$ cat src/hw/rtl/bblur_pkg.sv
// Shared types, constants and the reciprocal table for the 3x3 box blur.
package bblur_pkg;

  localparam int MAX_WIDTH_DEF  = 1024;
  localparam int MAX_HEIGHT_DEF = 4096;

  localparam int CFG_DATA_W   = 13;
  localparam int CFG_IDX_W    = 1;
  localparam int WIDTH_REG_W  = 11;
  localparam int HEIGHT_REG_W = 13;

  typedef enum logic [CFG_IDX_W-1:0] {
    REG_IMAGE_WIDTH  = 1'b0,
    REG_IMAGE_HEIGHT = 1'b1
  } cfg_reg_t;

  localparam logic REQ_PIXEL = 1'b0;
  localparam logic REQ_DRAIN = 1'b1;

  localparam int CH_W        = 8;
  localparam int NUM_CH      = 3;
  localparam int PIX_W       = NUM_CH * CH_W;
  localparam int SUM_W       = 12;
  localparam int CNT_W       = 4;
  localparam int X_W         = SUM_W + 1;
  localparam int RECIP_W     = 16;
  localparam int RECIP_SHIFT = 16;
  localparam int PROD_W      = X_W + RECIP_W;

  localparam int OUT_FIFO_DEPTH = 8;

  typedef struct packed {
    logic                          last;
    logic [CNT_W-1:0]              count;
    logic [NUM_CH-1:0][SUM_W-1:0]  sum;
  } sum_item_t;

  typedef struct packed {
    logic                         last;
    logic [NUM_CH-1:0][CH_W-1:0]  chan;
  } res_item_t;

  // ceil(2^16 / (2*count)); exact enough for every sum a 3x3 window can give
  function automatic logic [RECIP_W-1:0] recip(input logic [CNT_W-1:0] count);
    logic [RECIP_W-1:0] r;
    unique case (count)
      4'd1:    r = 16'd32768;
      4'd2:    r = 16'd16384;
      4'd3:    r = 16'd10923;
      4'd4:    r = 16'd8192;
      4'd6:    r = 16'd5462;
      4'd9:    r = 16'd3641;
      default: r = 16'd0;
    endcase
    return r;
  endfunction

endpackage

$ cat src/hw/rtl/bblur_mean.sv
// Rounded mean of the window sums: reciprocal multiply over two register stages.
module bblur_mean (
  input  logic                  clk,
  input  logic                  rst_n,
  input  logic                  in_valid,
  input  bblur_pkg::sum_item_t  in_item,
  output logic                  out_valid,
  output bblur_pkg::res_item_t  out_item,
  output logic [1:0]            inflight
);

  logic                                                     s2_valid_r;
  bblur_pkg::sum_item_t                                     s2_item_r;
  logic                                                     s3_valid_r;
  logic                                                     s3_last_r;
  logic [bblur_pkg::NUM_CH-1:0][bblur_pkg::PROD_W-1:0]      s3_prod_r;
  logic [bblur_pkg::NUM_CH-1:0][bblur_pkg::PROD_W-1:0]      prod;
  logic [bblur_pkg::X_W-1:0]                                x;
  logic [bblur_pkg::RECIP_W-1:0]                            rcp;

  always_comb begin
    rcp = bblur_pkg::recip(s2_item_r.count);
    x   = '0;
    for (int k = 0; k < bblur_pkg::NUM_CH; k++) begin
      x = {s2_item_r.sum[k], 1'b0}
          + {{(bblur_pkg::X_W - bblur_pkg::CNT_W){1'b0}}, s2_item_r.count};
      prod[k] = {{bblur_pkg::RECIP_W{1'b0}}, x}
                * {{bblur_pkg::X_W{1'b0}}, rcp};
    end
  end

  always_ff @(posedge clk) begin
    if (!rst_n) begin
      s2_valid_r <= 1'b0;
      s3_valid_r <= 1'b0;
    end else begin
      s2_valid_r <= in_valid;
      s3_valid_r <= s2_valid_r;
    end
    s2_item_r <= in_item;
    s3_prod_r <= prod;
    s3_last_r <= s2_item_r.last;
  end

  always_comb begin
    out_item.last = s3_last_r;
    for (int k = 0; k < bblur_pkg::NUM_CH; k++) begin
      out_item.chan[k] = s3_prod_r[k][bblur_pkg::RECIP_SHIFT +: bblur_pkg::CH_W];
    end
  end

  assign out_valid = s3_valid_r;
  assign inflight  = {1'b0, s2_valid_r} + {1'b0, s3_valid_r};

endmodule

$ cat config.mk
export PLATFORM = sky130hd
export DESIGN_NAME = bblur_mean
export DESIGN_NICKNAME = d
export VERILOG_FILES = /design/src/hw/rtl/bblur_pkg.sv /design/src/hw/rtl/bblur_mean.sv
export SDC_FILE = /design/constraint.sdc
export NUM_CORES = 1
export LEC_CHECK = 0
export ABC_AREA = 1
export BUFFER_PORTS_ARGS = -buffer_cell sky130_fd_sc_hd__buf_2
export CAP_MARGIN = 20
export CORE_ASPECT_RATIO = 0.75
export CORE_MARGIN = 3
export CORE_UTILIZATION = 65
export CTS_BUF_LIST = sky130_fd_sc_hd__clkbuf_8
export DETAILED_ROUTE_END_ITERATION = 7
export PLACE_DENSITY = 0.83
export SLEW_MARGIN = 10
export SYNTH_ARGS = -nofsm -noshare
export SYNTH_HDL_FRONTEND = slang
export SYNTH_SLANG_ARGS = --single-unit
$ cat constraint.sdc
create_clock -name clk -period 7.7 [get_ports clk]
set_clock_uncertainty 0.15 [all_clocks]
set_input_delay 1.925 -clock clk [delete_from_list [all_inputs] [get_ports clk]]
set_output_delay 1.925 -clock clk [all_outputs]
set_load 0.01 [all_outputs]
[Word-level counts from Yosys, hierarchy flattened]
Cells that the tools add are included.
Operators by class
  multiply operators: 3
  add/subtract/negate cells: 4
  multiplexer cells: 1
  equality and inequality tests: 6
Operators with widths (number)
  $pmux W16 S6: 1
  $mul A13 B16 Y24: 3
  $add A13 B4 Y13: 3
  $eq A4 B2 Y1 const B: 2
  $eq A4 B3 Y1 const B: 2
  $eq A4 B1 Y1 const B: 1
  $eq A4 B4 Y1 const B: 1
  $add A1 B1 Y2: 1
Storage, ports and cells
  flip-flop bits (word level): 116
  word-level logic and storage cells: 25
  input bits: 44
  output and inout port bits: 28

[Longest topological paths before layout]
Gate-level depths: netlist of run 1.
  depth after elaboration: 3
  gate-level depth with buffers: 31
  mapped depth without buffers: 31

[Least setup slack after synthesis of run 1]
Ideal clock, no wire load.
  path type: reg2reg
  start: register s2_item_r[37] (netlist name)
  end: register s3_prod_r, in the netlist out_item[7]
  library setup time: 0.112 ns
  stages on the path, launching flop included: 27
  arrival: 5.504 ns
  path buffers: 0
  period minus slack after synthesis: 5.766 ns
  required time: 7.438 ns
  setup slack: 1.934 ns
  cells stage by stage: dfxtp_1 -> ha_1 -> fa_1 -> xor2_1 -> inv_1 -> nor2_1 -> inv_1 -> fa_1 -> fa_1 -> inv_1 -> fa_1 -> fa_1 -> inv_1 -> fa_1 -> inv_1 -> ha_1 -> nand2_1 -> nor2_1 -> inv_1 -> nor3_1 -> nand4_1 -> nand3_1 -> nand2_1 -> nand2_1 -> inv_1 -> nand2_1 -> nand2_1
RTL lines
  from (decl): line bblur_mean.sv:13  | bblur_pkg::sum_item_t s2_item_r;
  from (signal assigned): line bblur_mean.sv:40  | s2_item_r <= in_item;
  to (signal assigned): line bblur_mean.sv:41  | s3_prod_r <= prod;
  to (decl): line bblur_mean.sv:16  | logic [bblur_pkg::NUM_CH-1:0][bblur_pkg::PROD_W-1:0] s3_prod_r;

==> impl_metrics.toml, run 1 <==
[min_path]
hp-class = "flip-flop to flip-flop"

[clock_network]
clk_pin_slew_worst_paths_ns = 0.10
cts_root_buffer = "clkbuf_8"
h-tree-depth = 3
cts.sinks = 68
cts_tree = "built"
cts-resized-gates = 0
holdBufCountCts = 0
clockBufferDepth = 2
numCtsBuffers = 9
post-cts-setup-buffer-count = 0
clk_latency_ns = 0.42

[pwr]
seq_power_share_pct = 18.8
p_switching_mw = 1.21
switching_share_pct = 51.6
power_mw = 2.34
p_int_mw = 1.13
p_comb_share_pct = 66.8
power_density_nw_per_um2 = 123
p_clk_share_pct = 14.4
leakage_nw = 10.8
ir_drop_mv = 0.113

[yosys]
synth_top_family_by_area = "adder cells"
synth_area_um2 = 18000
synth_mux_area_share_pct = 0
synth-seq-cells = 68
yosys.area_share.simple_pct = 15.8
syn_inst = 2187
synthAdderAreaFrac_pct = 55.4
synth_xor_area_share_pct = 1.90
syn_area_per_cell_um2 = 8.23
synth_compound_area_share_pct = 3.95
yosysWarnings = 0
ys_seq_area_share_pct = 7.57
synth.distinct_cells = 42

[layout]
layout.cells.non_filler = 2620
area_delta_synth_final_pct = 5.56
fin_area_um2 = 19000
nets = 2867
diodes = 0
drive_gt1_share_pct = 6.04

[timing]
worstMarginPinSlew_ns = 1.11
setup_violations = 0
relSlewSlack_pct = 25.8
period_share_pct = 88.7
slew_violations = 0
hold_viol = 0
setup_tns_ns = 0
clock.fmax_mhz = 146
fin_crit_ns = 6.83
rsz0062_at_grt = "no"

[setup_path]
crit_path_end_kind = "flip-flop"
slowest_stage = "dfxtp_1"
start_kind = "flip-flop"
path_buf_inv = 7
slowest_delay_ns = 0.54
required_ns = 7.88
path_common_cell = "inv_1"
rrSetupSlack_ns = 0.87
worstPathArrival_ns = 7.01
crit_fanout = 7
path_class = "flip-flop to flip-flop"
cpLargestDelayFamily = "adder cells"

[die]
die_height_um = 150
io_pins = 72
die_w_um = 198
die-area_um2 = 29700
start_util_pct = 66.3
num_rows = 52
core_um2 = 27100

[global_route]
grt_pass1_wl_um = 77200
grt_start_max_net_pins = 48
grt-ovfl-total = 0
antenna_found_initial = 0
grt.total_usage_pct = 34.2
grt_pass1_vias = 14800

[placed_design]
port_buffers = 71
hpwl_um = 41700
dp_cells = 2604
dpl_cell_area_um2 = 18800
gp_congestion = 1.05

[status]
status = "finished clean"

[detailed_routing]
ant_nets = 0
wl_um = 47600
first_pass_iters = 5
vias = 13900
drc = 0
drt_iter0_drc = 1144
vias_per_cell = 5.31
wl_per_cell_um = 18.2

[run]
drv_cap = 0
## worst paths after layout
kind                         endpoint                   from  cells past startpoint
hold reg to reg     s3_last_r$_DFF_P_  s2_item_r[40]$_DFF_P_                      0
setup / recovery  out_item[7]$_DFF_P_  s2_item_r[39]$_DFF_P_                     27
setup reg to reg  out_item[7]$_DFF_P_  s2_item_r[39]$_DFF_P_                     27
hold / removal      s3_last_r$_DFF_P_  s2_item_r[40]$_DFF_P_                      0
## power groups by stage
stage / logic [mW] / registers, mW / clock network, mW
6_report: 1.56 / 0.441 / 0.337
5_1_grt: 1.79 / 0.449 / 0.359
4_1_cts: 1.55 / 0.441 / 0.344
3_5_place_dp: 1.54 / 0.449 / 0
3_3_place_gp: 1.49 / 0.448 / 0
2_1_floorplan: 1.08 / 0.471 / 0
## sequential cells by signal, indices dropped and copies added (netlist names)
name and cells:
out_item 24, out_valid 1, s2_item_r 41, s2_valid_r 1, s3_last_r 1
## area by class of cell
cell class | instances | area, um2
repair buffers | 80 | 423
flip-flops and latches | 68 | 1360
multi-input cells | 1398 | 13900
clock buffers | 9 | 124
fillers | 2216 | 8140
clock inverters | 7 | 81.3
inverters | 707 | 2650
well taps | 351 | 439
## logic make-up (layout without fill, tap and decap cells)
group	after synthesis	in the layout
other cells	2	12
xor+xnor	39	39
flops	68	68
buf+inv	731	803
fa+ha+maj	559	559
simple gates	667	667
compound gates	121	121
## synth_stat cells, drive strengths merged
cell type | number | area share, %
nor2 | 213 | 4.6
o21a | 4 | 0.17
o21bai | 9 | 0.50
and3 | 1 | 0.035
o31ai | 3 | 0.13
nand3b | 6 | 0.27
dfxtp | 68 | 7.6
fa | 397 | 44
ha | 162 | 11
clkbuf | 14 | 0.29
inv | 707 | 15
xnor2 | 11 | 0.54
a21boi | 2 | 0.083
xor2 | 28 | 1.4
nor4 | 6 | 0.21
nand4 | 18 | 0.66
a221oi | 1 | 0.049
a31oi | 4 | 0.14
nor3 | 15 | 0.48
nor3b | 1 | 0.042
a21o | 10 | 0.42
buf | 10 | 0.29
a21oi | 55 | 1.5
conb | 2 | 0.042
nand2 | 337 | 7.4
or2 | 7 | 0.24
nand3 | 63 | 1.9
o21ai | 33 | 0.94
## placed cells by master (no fill, tap or decap), types with 6 or more instances in the layout
master and instances:
fa_1 397, xor2_1 28, nor2_1 207, ha_1 162
nand4_1 17, xnor2_1 11, conb_1 12, a21o_1 10
clkbuf_8 9, a21oi_1 55, o21ai_0 32, nand3_1 59
inv_2 7, dfxtp_1 68, buf_4 9, nand2_1 324
inv_1 700, nand2_4 6, nand2_2 7, nor4_1 6
nor3_1 14, buf_2 71, o21bai_1 7
## per-layer routing
| layer | part of all wire [%] | global-route usage [%] | vias up | wire, um |
|---|---|---|---|---|
| li1 | - | - | 6438 | - |
| met1 | 43 | 49.1 | 6721 | 20400 |
| met2 | 42 | 51.0 | 691 | 20100 |
| met3 | 13 | 12.4 | 72 | 6120 |
| met4 | 2.0 | 6.65 | 0 | 929 |
| met5 | 0 | 0 | - | 0 |
## metrics by stage
| step | setup WS (ns) | util (%) | hold slack [ns] |
|---|---|---|---|
| 6_report | 0.869 | 70.0 | 0.202 |
| 5_1_grt | 0.415 | 70.0 | 0.228 |
| 4_1_cts | 0.902 | 70.0 | 0.204 |
| 3_5_place_dp | 0.918 | 69.3 | 0.167 |
| 3_3_place_gp | 1.02 | 69.3 | 0.165 |
| 2_1_floorplan | 1.93 | - | 0.160 |
No activity file was read; power rests on OpenSTA's default activity.
==> run 2: changes to the inputs <==
ABC_AREA = unset   (was 1)
CORE_UTILIZATION = 53   (was 65)
PLACE_DENSITY = 0.7   (was 0.83)
==> impl_metrics.toml, run 2 <==
[clock_network]
numCtsBuffers = 9
cts_tree = "built"
holdBufCountCts = 0
clk_pin_slew_worst_paths_ns = 0.11
clk_latency_ns = 0.43
cts_root_buffer = "clkbuf_8"
h-tree-depth = 3
clockBufferDepth = 2
cts.sinks = 68

[pwr]
switching_share_pct = 47.6
p_switching_mw = 0.988
p_comb_share_pct = 61.6
ir_drop_mv = 0.102
seq_power_share_pct = 21.5
p_clk_share_pct = 16.9
leakage_nw = 10.0
p_int_mw = 1.09
power_density_nw_per_um2 = 115

[yosys]
yosysWarnings = 0
ys_seq_area_share_pct = 8.08
ys.flop_type = "dfxtp_1"
synth.distinct_cells = 65
yosys.area.top_type = "fa_1"
synth-seq-cells = 68
synthArstFlopShare_pct = 0
yosys-top-cells-area = "fa_1 47%, inv_1 13%, ha_1 12%"
yosys.cell_count.top_type = "inv_1"
synth_common_cells = "597 x inv_1, 397 x fa_1, 163 x nand2_1"
yosysTopAreaCellShare_pct = 47.2
synth_edf_count = 0
syn_inst = 1800
syn_area_per_cell_um2 = 9.36
synth_area_um2 = 16800

[timing]
clock.fmax_mhz = 137
setup_tns_ns = 0
relSlewSlack_pct = 46.2
slew_violations = 0
rsz0062_at_grt = "no"
fin_crit_ns = 7.28
setup_violations = 0
whs_ns = 0.201
period_share_pct = 94.5
hold_viol = 0
worstMarginPinSlew_ns = 0.806

[detailed_routing]
wl_um = 43300
wl_per_cell_um = 18.9
ant_nets = 0
drt_iter0_drc = 829
first_pass_iters = 6
drc = 0
vias_per_cell = 5.08
vias = 11600

[setup_path]
worstPathArrival_ns = 7.49
path_class = "flip-flop to flip-flop"
crit_path_end_kind = "flip-flop"
crit_fanout = 8
start_kind = "flip-flop"
required_ns = 7.91

[placed_design]
gp_congestion = 0.951
hpwl_um = 38200
dpl_cell_area_um2 = 17800
port_buffers = 71

[status]
status = "finished clean"

[die]
die_w_um = 212
io_pins = 72
start_util_pct = 54.8
core_um2 = 30800
die-area_um2 = 34000
num_rows = 55
die_height_um = 160

[layout]
fin_area_um2 = 18000
nets = 2488
diodes = 0
final_cell_mix = "597 x inv_1, 397 x fa_1, 163 x nand2_1, 162 x ha_1, 121 x nor2_1"
layout_commonest_cell = "inv_1"
largest_reg_flops = 41
area_delta_synth_final_pct = 6.93
drive_gt1_share_pct = 7.20
regMostFlops = "s2_item_r"

[run]
drv_cap = 0

[global_route]
grt.total_usage_pct = 27.3
grt_start_max_net_pins = 25
grt-ovfl-total = 0
grt_pass1_wl_um = 69200
grt_pass1_vias = 12700
antenna_found_initial = 0

[min_path]
hp-class = "flip-flop to flip-flop"
==> run 2: worst paths after layout <==
check | slack, ns | startpoint | depth (start not counted) | to
setup / recovery | 0.42 | s2_item_r[37]$_DFF_P_ | 23 | out_item[23]$_DFF_P_
hold / removal | 0.20 | s2_item_r[40]$_DFF_P_ | 0 | s3_last_r$_DFF_P_
setup reg to reg | 0.42 | s2_item_r[37]$_DFF_P_ | 23 | out_item[23]$_DFF_P_
hold reg to reg | 0.20 | s2_item_r[40]$_DFF_P_ | 0 | s3_last_r$_DFF_P_
==> run 2: stage by stage <==
step | utilization [%] | power [mW] | std cells | setup WS (ns)
after global placement | 57.8 | 1.69 | 2273 | 0.551
after floorplan | - | 1.36 | 1810 | 0.932
after CTS | 58.4 | 2.09 | 2289 | 0.294
after detailed placement | 57.8 | 1.72 | 2273 | 0.380
final | 58.6 | 2.08 | 2289 | 0.421
after global routing | 58.6 | 2.32 | 2289 | 0.0201
==> run 2: power groups by stage <==
stage	Clock, mW	Sequential, mW	Combinational, mW
after floorplan	0	0.472	0.891
after global placement	0	0.452	1.24
after detailed placement	0	0.452	1.27
after CTS	0.365	0.445	1.29
after global routing	0.378	0.453	1.49
final	0.351	0.445	1.28
==> run 2: layout make-up <==
class / count / area [um2]
clock buffers: 9 / 124
multi-input cells: 1117 / 13200
clock inverters: 7 / 81.3
flip-flops and latches: 68 / 1360
repair buffers: 90 / 498
fillers: 2750 / 12700
inverters: 599 / 2250
well taps: 399 / 499
==> run 2: kinds of logic (layout without fill, tap and decap cells) <==
family	Yosys count	in the layout	synth area share, %
AOI/OAI and AO/OA	74	74	3.11
other	2	12	0.0446
and+or+nand+nor	374	374	10.3
buffers and inverters	625	705	14.0
adders and majority gates	559	559	59.2
xor gates and xnor gates	98	98	5.27
DFF	68	68	8.08
==> run 2: worst max-delay path, cell delays in order (launching register included) <==
cell and delay (ns):
dfxtp_1 0.42, ha_1 0.26, fa_1 0.45, a21oi_2 0.30
nand2b_1 0.20, xor2_1 0.44, nor2_1 0.21, fa_1 0.61
inv_1 0.07, fa_1 0.52, inv_1 0.06, fa_1 0.49
fa_1 0.49, inv_1 0.05, fa_1 0.47, inv_1 0.04
ha_1 0.30, nand4_1 0.14, a211o_1 0.26, a211o_1 0.31
a311oi_4 0.41, a211oi_1 0.19, nor3_2 0.23, xnor2_1 0.13
==> run 2: per-layer routing <==
metal	track usage [%]	vias up	wire length [um]
met1	39.9	5787	19300
met4	5.78	0	850
li1	-	5308	-
met2	39.1	493	18300
met5	0	-	0
met3	10.0	47	4860
==> run 2: timing repair <==
action / in CTS / in global routing
setup endpoints to repair: 0 / 4
gates resized for setup: 0 / 6
setup buffers: 0 / 0
