File: src/hw/rtl/bblur_pkg.sv
// Shared types, constants and the reciprocal table for the 3x3 box blur.
package bblur_pkg;

  localparam int MAX_WIDTH_DEF  = 1024;
  localparam int MAX_HEIGHT_DEF = 4096;

  localparam int CFG_DATA_W   = 13;
  localparam int CFG_IDX_W    = 1;
  localparam int WIDTH_REG_W  = 11;
  localparam int HEIGHT_REG_W = 13;

  typedef enum logic [CFG_IDX_W-1:0] {
    REG_IMAGE_WIDTH  = 1'b0,
    REG_IMAGE_HEIGHT = 1'b1
  } cfg_reg_t;

  localparam logic REQ_PIXEL = 1'b0;
  localparam logic REQ_DRAIN = 1'b1;

  localparam int CH_W        = 8;
  localparam int NUM_CH      = 3;
  localparam int PIX_W       = NUM_CH * CH_W;
  localparam int SUM_W       = 12;
  localparam int CNT_W       = 4;
  localparam int X_W         = SUM_W + 1;
  localparam int RECIP_W     = 16;
  localparam int RECIP_SHIFT = 16;
  localparam int PROD_W      = X_W + RECIP_W;

  localparam int OUT_FIFO_DEPTH = 8;

  typedef struct packed {
    logic                          last;
    logic [CNT_W-1:0]              count;
    logic [NUM_CH-1:0][SUM_W-1:0]  sum;
  } sum_item_t;

  typedef struct packed {
    logic                         last;
    logic [NUM_CH-1:0][CH_W-1:0]  chan;
  } res_item_t;

  // ceil(2^16 / (2*count)); exact enough for every sum a 3x3 window can give
  function automatic logic [RECIP_W-1:0] recip(input logic [CNT_W-1:0] count);
    logic [RECIP_W-1:0] r;
    unique case (count)
      4'd1:    r = 16'd32768;
      4'd2:    r = 16'd16384;
      4'd3:    r = 16'd10923;
      4'd4:    r = 16'd8192;
      4'd6:    r = 16'd5462;
      4'd9:    r = 16'd3641;
      default: r = 16'd0;
    endcase
    return r;
  endfunction

endpackage

File: src/hw/rtl/bblur_out_fifo.sv
// Output queue that holds finished results while the result channel stalls.
module bblur_out_fifo #(
  parameter int DEPTH = bblur_pkg::OUT_FIFO_DEPTH
) (
  input  logic                          clk,
  input  logic                          rst_n,
  input  logic                          push,
  input  bblur_pkg::res_item_t          push_item,
  output logic                          out_valid,
  input  logic                          out_stall,
  output bblur_pkg::res_item_t          out_item,
  output logic [$clog2(DEPTH+1)-1:0]    level
);

  localparam int PTR_BITS = (DEPTH > 1) ? $clog2(DEPTH) : 1;
  localparam int LVL_W    = $clog2(DEPTH + 1);

  bblur_pkg::res_item_t   entry_r [DEPTH];
  logic [PTR_BITS-1:0]    wr_ptr_r, wr_ptr_nxt;
  logic [PTR_BITS-1:0]    rd_ptr_r, rd_ptr_nxt;
  logic [LVL_W-1:0]       level_r, level_nxt;
  logic                   pop;

  assign out_valid = (level_r != '0);
  assign pop       = out_valid && !out_stall;
  assign out_item  = entry_r[rd_ptr_r];
  assign level     = level_r;

  always_comb begin
    wr_ptr_nxt = wr_ptr_r;
    rd_ptr_nxt = rd_ptr_r;
    level_nxt  = level_r;
    if (push) begin
      wr_ptr_nxt = (wr_ptr_r == PTR_BITS'(DEPTH - 1)) ? '0 : wr_ptr_r + 1'b1;
    end
    if (pop) begin
      rd_ptr_nxt = (rd_ptr_r == PTR_BITS'(DEPTH - 1)) ? '0 : rd_ptr_r + 1'b1;
    end
    if (push && !pop) begin
      level_nxt = level_r + 1'b1;
    end else if (pop && !push) begin
      level_nxt = level_r - 1'b1;
    end
  end

  always_ff @(posedge clk) begin
    if (!rst_n) begin
      wr_ptr_r <= '0;
      rd_ptr_r <= '0;
      level_r  <= '0;
    end else begin
      wr_ptr_r <= wr_ptr_nxt;
      rd_ptr_r <= rd_ptr_nxt;
      level_r  <= level_nxt;
    end
    if (push) begin
      entry_r[wr_ptr_r] <= push_item;
    end
  end

endmodule

File: config.mk
export PLATFORM = sky130hd
export DESIGN_NAME = bblur_out_fifo
export DESIGN_NICKNAME = d
export VERILOG_FILES = /design/src/hw/rtl/bblur_pkg.sv /design/src/hw/rtl/bblur_out_fifo.sv
export SDC_FILE = /design/constraint.sdc
export NUM_CORES = 1
export LEC_CHECK = 0
export BUFFER_PORTS_ARGS = -buffer_cell sky130_fd_sc_hd__buf_4
export CORE_ASPECT_RATIO = 1.75
export CORE_MARGIN = 5
export CORE_UTILIZATION = 55
export CTS_CLUSTER_DIAMETER = 40
export DETAILED_ROUTE_END_ITERATION = 10
export PLACE_DENSITY = 0.74
export SLEW_MARGIN = 5
export SYNTH_ARGS = -nofsm -noshare
export SYNTH_HDL_FRONTEND = slang
export SYNTH_SLANG_ARGS = --single-unit
File: constraint.sdc
create_clock -name clk -period 5.5 [get_ports clk]
set_input_delay 1.1 -clock clk [delete_from_list [all_inputs] [get_ports clk]]
set_output_delay 1.1 -clock clk [all_outputs]
set_load 0.02 [all_outputs]
Word-level counts from Yosys, hierarchy flattened

Memory sizes are Yosys's and may differ from the RTL's. A register that Yosys moved wholly into a read port is not among the register bits.
Cells that the tools add are included.

Flip-flop bits (word level): 10
Bits in writable memories: 200
Memories: 1
Bits of input ports: 29
Output and inout bits: 30

Reduce and logical (&&, ||, !) cells: 8
Add/sub/neg operators: 4
Mux-type cells: 8
Eq/ne operators: 2

Memory list:

| memory  | words | width | rd ports | clocked after memory_dff | write ports | line                 | RTL |
|---|---|---|---|---|---|---|---|
| entry_r | 8     | 25    | 1        | 1                        | 1           | bblur_out_fifo.sv:18 | `bblur_pkg::res_item_t entry_r [DEPTH];` |

Operator list:

| cell                | number |
|---|---|
| $mux 3              | 4 |
| $mux 4              | 2 |
| $add 3x1->3 const B | 2 |
| $eq 3x3->1 const B  | 2 |
| $add 4x1->4 const B | 1 |
| $reduce_bool 4->1   | 1 |
| $sub 4x1->4 const B | 1 |
| $logic_and 1x1->1   | 3 |
| $logic_not 1->1     | 3 |
| $mux 1              | 2 |
| $reduce_bool 2->1   | 1 |

Depth between registers and ports, before layout

Gate-level depths: netlist of the first run.

Word-level depth: 5
Gate-level depth with buffers: 10

Worst setup path before layout of the first run

Ideal clock, no wire load.

Kind: input-to-reg
From: input push
To: memory entry_r[0][0] (netlist bit) (enable)
Library setup time: 438 ps
Cell stages on the path: 2
Data required time: 5062 ps
Arrival time: 2942 ps
Path buffers: 0
Setup slack: 2119 ps
Cell sequence: nand2b_1 > nor3_1

Cells in the longest elaborated chain, start to end: 2

Ends and longest elaborated chain:

| item                         | line                 | RTL |
|---|---|---|
| start, declared              | bblur_out_fifo.sv:7  | `input logic push,` |
| $mux 1                       | bblur_out_fifo.sv:56 | `if (push) begin` |
| $mux 1 (not written as such) | bblur_out_fifo.sv:57 | `entry_r[wr_ptr_r] <= push_item;` |
| end, declared                | bblur_out_fifo.sv:18 |  |

No other way between the ends.

==> reports/metrics.csv, run 1 <==
metric,value,unit
postRouteAntennaNets,0,
first_pass_iters,4,
num_rows,59,
crit_path_end_kind,primary output,
cp_max_fo,28,
synth_top_area_share,71.7,%
fin_nets,479,
cap_viol_max_count,0,
yosysSeqAreaShare,74.9,%
worst-path-stages,4,
clk_latency,0.49,ns
critical_path.max_stage_delay,0.76,ns
crit_chain,buf_4 -> mux4_1 -> mux2_2 -> buf_4,
grt_max_degree,51,
leakagePower,3.28,nW
cts_max_level,1,
drive_above_1_share,29.2,%
cts_resized,0,
postSynthAreaPerCell,22.9,sq um
clockRootBuffer,clkbuf_16,
switching_share,24.9,%
layout_common_cells,"edfxtp_1 (200), buf_4 (69), mux4_1 (50)",
r2r_start,level[1],
vias_per_cell,5.91,
skew,0.00500,ns
synthTopCellsByArea,"edfxtp_1 (72%), mux4_1 (16%), mux2_2 (3.4%)",
cts_tree,yes,
synth_cells,366,
synth_nets,403,
required,4.40,ns
clockBufferDepth,3,
status,finished clean,
port_buffers,58,
synth_area,8370,sq um
wl_per_cell,22.9,microns
drcViolationCount,0,
dp_hpwl,8.42,mm
cts-hold-fix-buffers,0,
io_pins,59,
globalplace.congestion,0.718,
power_density,410,nW/um^2
path_common_cell,buf_4,
grt_pass1_vias,4121,
routed_wl,14.7,mm
setup_viol,0,
r2r-end,level[3],
rsz0062_at_grt,no,
first_iter_violations,226,
hold_viol,0,
path_buf_inv,2,
cts_made_buffers,22,
min_path_type,flip-flop to flip-flop,
yosysWarnings,0,
slew_violations,0,
pwr-share-comb,18.3,%
irDropWorstVdd,0.000320,V
area_delta_synth_final,15.8,%
tightest_slew,1.16,ns
grt_antenna_before_repair,1,
initial_core_util,56.1,%
critical_path_class,flip-flop to primary output,
min_period,4.00,ns
start_kind,flip-flop,
crit_family,multiplexers,
cts.sinks,213,
via_count,3780,
post_cts_buffers,0,
fmax,250,MHz
layout_commonest_cell,edfxtp_1,
synth_seq_cells,213,
hold_path_end,level[3],
die_height,173,microns
reg2reg_slack,2.92,ns
whs,0.497,ns
die_width,103,microns
relSlewSlack,23.0,%
overflow,0,
hold_start,level[3],
power_frac_seq,48.0,%
period_share,72.8,%
slowest_stage,dfxtp_2,
clkPwrFrac,33.7,%
grt_pass1_wl,22.8,mm
core_area,14900,sq um
switching_power,0.991,mW
reg2reg_depth,10,
fin_tns_setup,0,ns
p_total,3.98,mW
track_usage,17.1,%
cp_data_arrival_time,2.90,ns
yosysTopAreaCell,edfxtp_1,
dieArea,17900,sq um
worst_hold_path.num_cells,2,
synthDistinctLibCells,28,
path_clk_slew,0.06,ns
p_int,2.98,mW
[layer usage]
metal	track usage [%]	wire length [microns]
met5	0	0
met4	5.19	258
met3	2.86	645
met1	21.9	5700
met2	29.6	8070
[power groups by stage]
stage | Clock [mW] | Combinational, mW | Sequential, mW
after CTS | 1.37 | 0.739 | 1.91
after detailed placement | 0 | 0.733 | 1.95
final | 1.34 | 0.726 | 1.91
after global placement | 0 | 0.719 | 1.94
after floorplan | 0 | 0.553 | 1.90
after global routing | 1.44 | 0.780 | 1.92
[cells by family after synthesis]
logic type,share of synthesized area [%]
fa+ha+maj,1.29
flops,74.9
simple gates,1.85
mux,19.4
buf+inv,1.51
compound gates,0.867
xor+xnor,0.209
[sequential cells by signal, indices dropped and copies added (netlist names), named ones only]
signal	cells
entry_r	200
level	4
rd_ptr_r	3
wr_ptr_r	3
[worst max path at each step]
| stage | startpoint | endpoint |
|---|---|---|
| after global placement | flip-flop | out_item[0] |
| after CTS | flip-flop | out_item[0] |
| after global routing | flip-flop | out_item[0] |
| after floorplan | push | entry_r[0][0] |
| final | flip-flop | out_item[0] |
| after detailed placement | flip-flop | out_item[0] |
[cells in the mapped netlist (all sizes together)]
master  instances
a211oi          1
a21boi          3
a21oi           1
a31oi           1
and2            4
buf            13
clkbuf          4
dfxtp          13
edfxtp        200
fa              1
ha              7
inv             4
mux2           25
mux2i           3
mux4           50
nand2           8
nand2b          4
nand3           1
nand3b          1
nor2            9
nor2b           2
nor3            2
nor4            1
o21ai           5
o22ai           1
xnor2           2
[worst min-delay path, cell delays in order (launching register included)]
cell     delay (ns)
dfxtp_1        0.33
nand2_1        0.06
mux2i_1        0.06
[cell type report]
class	instances	area, sq um
inverters	4	15.0
well taps	183	229
repair buffers	69	518
diodes	1	2.50
fillers	1006	5220
multi-input cells	132	2000
clock buffers	25	583
flip-flops and latches	213	6270
clock inverters	13	75.1
[through the flow]
step | setup WS (ns) | cell area [sq um] | util, % | std cells
after global placement | 2.01 | 9030 | 60.6 | 601
after floorplan | 2.12 | 8370 | - | 366
final | 1.50 | 9690 | 65.0 | 640
after global routing | 1.40 | 9690 | 65.0 | 640
after detailed placement | 1.97 | 9030 | 60.6 | 601
after CTS | 1.45 | 9690 | 65.0 | 639
Note: power is estimated with default switching activity, not from simulation.
==> run 2, diff against run 1 <==
--- a/config.mk
+++ b/config.mk
@@ -5,6 +5,7 @@
 export SDC_FILE = /design/constraint.sdc
 export NUM_CORES = 1
 export LEC_CHECK = 0
+export ABC_AREA = 1
 export BUFFER_PORTS_ARGS = -buffer_cell sky130_fd_sc_hd__buf_4
 export CORE_ASPECT_RATIO = 1.75
 export CORE_MARGIN = 5
==> constraint.sdc (replaced) <==
create_clock -name clk -period 3.8 [get_ports clk]
set_input_delay 0.76 -clock clk [delete_from_list [all_inputs] [get_ports clk]]
set_output_delay 0.76 -clock clk [all_outputs]
set_load 0.02 [all_outputs]
==> reports/metrics.csv, run 2 <==
metric,value,unit,change
drive_above_1_share,13.3,%,-16 points
start_kind,flip-flop,,
power_density,621,nW/um^2,+51%
synthTopCellsByArea,"edfxtp_1 (69%), nor2_1 (9.3%), nand2_1 (6.3%)",,
via_count,5508,,+46%
yosysTopAreaCell,edfxtp_1,,
reg2reg_slack,1.64,ns,-1.28 ns
async_flop_share,0,%,unchanged
cts_tree,yes,,
clockBufferDepth,3,,unchanged
globalplace.congestion,0.778,,+8.3%
crit_chain,inv_2 -> nor2_1 -> o21ai_1 -> nand2_1 -> nand2_1 -> nand2_1 -> buf_4,,
overflow,0,,unchanged
area_delta_synth_final,13.0,%,
layout_setup_ws,0.903,ns,-0.593 ns
postRouteAntennaNets,0,,unchanged
leakagePower,3.71,nW,+13%
nFillCells,1143,,+14%
die_width,105,microns,+1.7%
n_antenna_cell,0,,-1
core_area,15500,sq um,+3.7%
dieArea,18500,sq um,+3.4%
first_pass_iters,4,,unchanged
grt_pass1_vias,5633,,+37%
track_usage,19.4,%,+2.3 points
place_ws,1.38,ns,-0.594 ns
cts_max_level,1,,unchanged
cts_made_buffers,19,,-14%
die_height,176,microns,+1.7%
relSlewSlack,35.8,%,+13 points
crit_family,buffers and inverters,,
cp_max_fo,50,,+79%
routed_wl,17.7,mm,+20%
synth_area,8680,sq um,+3.7%
status,finished clean,,
switching_power,1.81,mW,+83%
r2r-end,level[3],,
port_buffers,58,,unchanged
critical_path.max_stage_delay,0.69,ns,-0.07 ns
place_area,9210,sq um,+2.0%
cp_data_arrival_time,2.14,ns,-0.76 ns
cts.sinks,213,,unchanged
whs,0.504,ns,+0.00695 ns
worst-path-stages,7,,+3
rsz0062_at_grt,no,,
r2r_start,level[0],,
clkPwrFrac,30.6,%,-3.1 points
pwr-share-comb,25.0,%,+6.7 points
crit_path_end,out_item[13],,
path_common_cell,nand2_1,,
tightest_slew,0.962,ns,-0.193 ns
required,3.04,ns,-1.36 ns
post-synth-top-count-cell,nor2_1,,
critical_path_class,flip-flop to primary output,,
initial_core_util,56.1,%,about the same
largest_reg_flops,200,,unchanged
synth_commonest_cells,"nor2_1 (216), edfxtp_1 (200), nand2_1 (146), o21ai_0 (69), o21ai_1 (35)",,
skew,0.0130,ns,+0.00799 ns
yosysWarnings,0,,unchanged
cts-hold-fix-buffers,0,,unchanged
synth-edff-count,200,,unchanged
cap_viol_max_count,0,,unchanged
hold_viol,0,,unchanged
irDropWorstVdd,0.000498,V,+56%
power_frac_seq,44.4,%,-3.6 points
drcViolationCount,0,,unchanged
top_register,entry_r,,
grt_max_degree,101,,+98%
dp_hpwl,9.91,mm,+18%
clockRootBuffer,clkbuf_16,,
vias_per_cell,5.45,,-7.7%
setup_viol,0,,unchanged
io_pins,59,,unchanged
num_rows,60,,+1.7%
first_iter_violations,407,,+80%
cts_resized,0,,unchanged
slowest_stage,inv_2,,
synth_nets,796,,+98%
fin_nets,851,,+78%
synth_top_area_share,69.2,%,-2.6 points
switching_share,29.8,%,+4.8 points
slew_violations,0,,unchanged
min_path_type,input port to flip-flop,,
path_clk_slew,0.06,ns,about the same
path_buf_inv,2,,unchanged
p_int,4.28,mW,+43%
grt_pass1_wl,28.7,mm,+26%
postSynthAreaPerCell,11.4,sq um,-50%
layout_commonest_cell,nor2_1,,
wl_per_cell,17.5,microns,-24%
synth_seq_cells,213,,unchanged
synth_cells,759,,+110%
stdcell_area,9810,sq um,+1.2%
utilization,63.4,%,-1.6 points
crit_path_end_kind,primary output,,
grt_antenna_before_repair,0,,-1
period_share,76.2,%,
reg2reg_depth,11,,+1
synthDistinctLibCells,21,,-25%
clk_latency,0.48,ns,about the same
layout_common_cells,"nor2_1 (208), edfxtp_1 (200), nand2_1 (146)",,
min_period,2.90,ns,
fmax,345,MHz,
post_cts_buffers,0,,unchanged
fin_tns_setup,0,ns,unchanged
yosysSeqAreaShare,72.2,%,-2.7 points
synthFlopType,edfxtp_1,,
## run 2: cell types whose count changed after synthesis, moves of 4 or more
cell / delta
nand3_1: +6
nor2_1: +207
and2_1: -4
mux4_1: -50
nand2b_1: -4
mux2_2: -25
inv_1: +11
buf_2: +10
o21ai_0: +64
nand2_1: +138
a21oi_1: +7
o21ai_1: +35
clkbuf_8: +4
## run 2: cell type report
cell class	instances	area, sq um	share of cell area [%]
sequential	213	6270	63.9
multi-input combinational	491	2100	21.4
clock buffer	26	522	5.32
tap	186	233	2.37
timing repair buffer	71	546	5.56
inverter	18	67.6	0.689
clock inverter	5	78.8	0.803
## run 2: power by group through the flow
stage | combinational (mW) | sequential (mW) | clock, mW
global placement | 1.48 | 2.75 | 0
finish | 1.52 | 2.71 | 1.86
global route | 1.72 | 2.71 | 2.00
CTS | 1.54 | 2.71 | 1.90
detailed placement | 1.53 | 2.76 | 0
floorplan | 1.05 | 2.77 | 0
## run 2: logic make-up (layout without fill, tap and decap cells)
logic type / Yosys count / after routing / synth area share (%)
simple gates: 370 / 370 / 16.1
fa+ha+maj: 8 / 8 / 1.24
xor+xnor: 1 / 1 / 0.101
buf+inv: 55 / 120 / 3.88
compound gates: 112 / 112 / 6.46
flops: 213 / 213 / 72.2
## run 2: layer usage
layer | up-vias | GRT usage (%) | part of all wire (%)
li1 | 2678 | - | -
met3 | 34 | 2.85 | 6.0
met1 | 2632 | 24.5 | 39
met2 | 164 | 34.0 | 52
met4 | 0 | 6.83 | 2.3
met5 | - | 0 | 0
## run 2: how the worst min path moves through the flow
stage,startpoint,to,slack [ns],depth (start not counted)
after detailed placement,wr_ptr_r[0],wr_ptr_r[0],0.51,2
final,push_item[6],entry_r[6][6],0.50,1
after CTS,push_item[6],entry_r[6][6],0.49,1
after global placement,wr_ptr_r[0],wr_ptr_r[0],0.48,2
after floorplan,rd_ptr_r[1],flip-flop,0.46,2
after global routing,push_item[10],entry_r[7][10],0.49,1
## run 2: metrics by stage
step	total power, mW	instances
detailed placement	4.29	979
finish	6.09	1010
global route	6.43	1010
floorplan	3.82	759
global placement	4.23	979
CTS	6.14	1010
==> run 3, diff against run 2 <==
==> constraint.sdc (replaced) <==
create_clock -name clk -period 2.72 [get_ports clk]
set_input_delay 0.544 -clock clk [delete_from_list [all_inputs] [get_ports clk]]
set_output_delay 0.544 -clock clk [all_outputs]
set_load 0.02 [all_outputs]
==> reports/metrics.csv, run 3 (synthesized netlist as in run 2, its figures left out) <==
metric,value,unit,change
path_buf_inv,2,,unchanged
multi_input_area,2100,sq um,unchanged
track_usage,19.5,%,+0.13 points
path_clk_slew,0.07,ns,about the same
port_buffers,58,,unchanged
num_rows,60,,unchanged
post_cts_buffers,0,,unchanged
slowest_stage,dfxtp_2,,
path_common_cell,nand2_1,,
dieArea,18500,sq um,unchanged
grt_antenna_before_repair,0,,unchanged
tightest_slew,0.629,ns,-0.333 ns
clockRootBuffer,clkbuf_16,,
area_delta_synth_final,13.7,%,
grt_pass1_vias,5784,,+2.7%
cp_max_fo,52,,+4.0%
rsz0062_at_grt,no,,
seq_area,6270,sq um,unchanged
fin_tns_setup,0,ns,unchanged
crit_family,buffers and inverters,,
wl_per_cell,17.9,microns,+2.1%
top_register,entry_r,,
critical_path_class,flip-flop to primary output,,
layout_common_cells,"nor2_1 (208), edfxtp_1 (200), nand2_1 (146)",,
layout_commonest_cell,nor2_1,,
routed_wl,18.1,mm,+2.5%
use_met2,35.5,%,+1.5 points
dp_hpwl,10.5,mm,+6.0%
globalplace.congestion,0.805,,+3.5%
nFillCells,1139,,-0.35%
clockBufferDepth,3,,unchanged
irDropWorstVdd,0.000812,V,+63%
postRouteAntennaNets,0,,unchanged
skew,0.00639,ns,-0.00660 ns
die_width,105,microns,unchanged
vias_per_cell,5.52,,+1.2%
busiest_layer,met2,,
place_ws,0.503,ns,-0.877 ns
cap_viol_max_count,0,,unchanged
drcViolationCount,0,,unchanged
first_pass_iters,5,,+1
die_height,176,microns,unchanged
slew_violations,0,,unchanged
min_path_type,input port to flip-flop,,
grtUsageMet3,2.85,%,unchanged
drive_above_1_share,13.6,%,+0.30 points
cts-hold-fix-buffers,0,,unchanged
grt_pass1_wl,28.8,mm,+0.19%
cts_max_level,1,,unchanged
first_iter_violations,397,,-2.5%
status,finished clean,,
start_kind,flip-flop,,
hold_viol,0,,unchanged
cts.sinks,213,,unchanged
overflow,0,,unchanged
period_share,92.7,%,
cts_made_buffers,19,,unchanged
required,2.18,ns,-0.86 ns
fin_nets,853,,+0.24%
min_period,2.52,ns,
fmax,396,MHz,
cp_data_arrival_time,1.98,ns,-0.16 ns
crit_chain,clkbuf_8 -> nor2_1 -> nor2_1 -> o21ai_0 -> nand2_1 -> nand2_1 -> nand2_1 -> buf_4,,
reg2reg_slack,0.54,ns,-1.10 ns
initial_core_util,56.1,%,unchanged
setup_viol,0,,unchanged
n_antenna_cell,0,,unchanged
grt_max_degree,69,,-32%
crit_path_end_kind,primary output,,
power_density,862,nW/um^2,+39%
cts_tree,yes,,
grt_use_met1,22.9,%,-1.6 points
leakagePower,3.73,nW,+0.52%
via_count,5598,,+1.6%
layout_setup_ws,0.198,ns,-0.705 ns
relSlewSlack,58.0,%,+22 points
critical_path.max_stage_delay,0.40,ns,-0.29 ns
clk_latency,0.47,ns,about the same
core_area,15500,sq um,unchanged
largest_reg_flops,200,,unchanged
io_pins,59,,unchanged
## run 3: routing by layer
layer  wire, microns  share of wire (%)  vias to the layer above
met4             671                3.7                        0
met1            6910                 38                     2693
met3             985                5.4                       55
met5               0                  0                        -
met2            9550                 53                      166
li1                -                  -                     2684
## run 3: final timing paths
check,start,to,cells after the start
worst max register to register,level[0],level[3],11
worst min-delay path,push_item[14],entry_r[4][14],1
worst max-delay path,flip-flop,out_item[9],8
worst min register to register,wr_ptr_r[0],wr_ptr_r[0],2
## run 3: stage by stage
stage / total power [mW] / cell area (sq um) / utilization, % / instances / hold WS (ns)
after detailed placement: 5.99 / 9250 / 59.8 / 981 / 0.492
after CTS: 8.56 / 9850 / 63.7 / 1014 / 0.283
final: 8.51 / 9870 / 63.8 / 1014 / 0.301
after global placement: 5.90 / 9250 / 59.8 / 981 / 0.472
after global routing: 8.98 / 9870 / 63.8 / 1014 / 0.279
after floorplan: 5.34 / 8680 / - / 759 / 0.459
## run 3: what timing repair did
item,in CTS,in global routing
setup endpoints to repair,2,18
hold endpoints to repair,0,0
resized for setup,1,4
## run 3: power by group
group,leakage (nW),internal (mW),total (mW),switching (mW)
sequential,1.92,3.71,3.79,0.0750
clock,0.293,1.50,2.59,1.09
combinational,1.52,0.744,2.13,1.39
## run 3: cell type report
type	count	share of cell area, %
multi-input combinational	491	21.3
inverter	18	0.710
sequential	213	63.5
tap	186	2.36
timing repair buffer	73	6.07
clock inverter	9	0.964
clock buffer	24	5.11
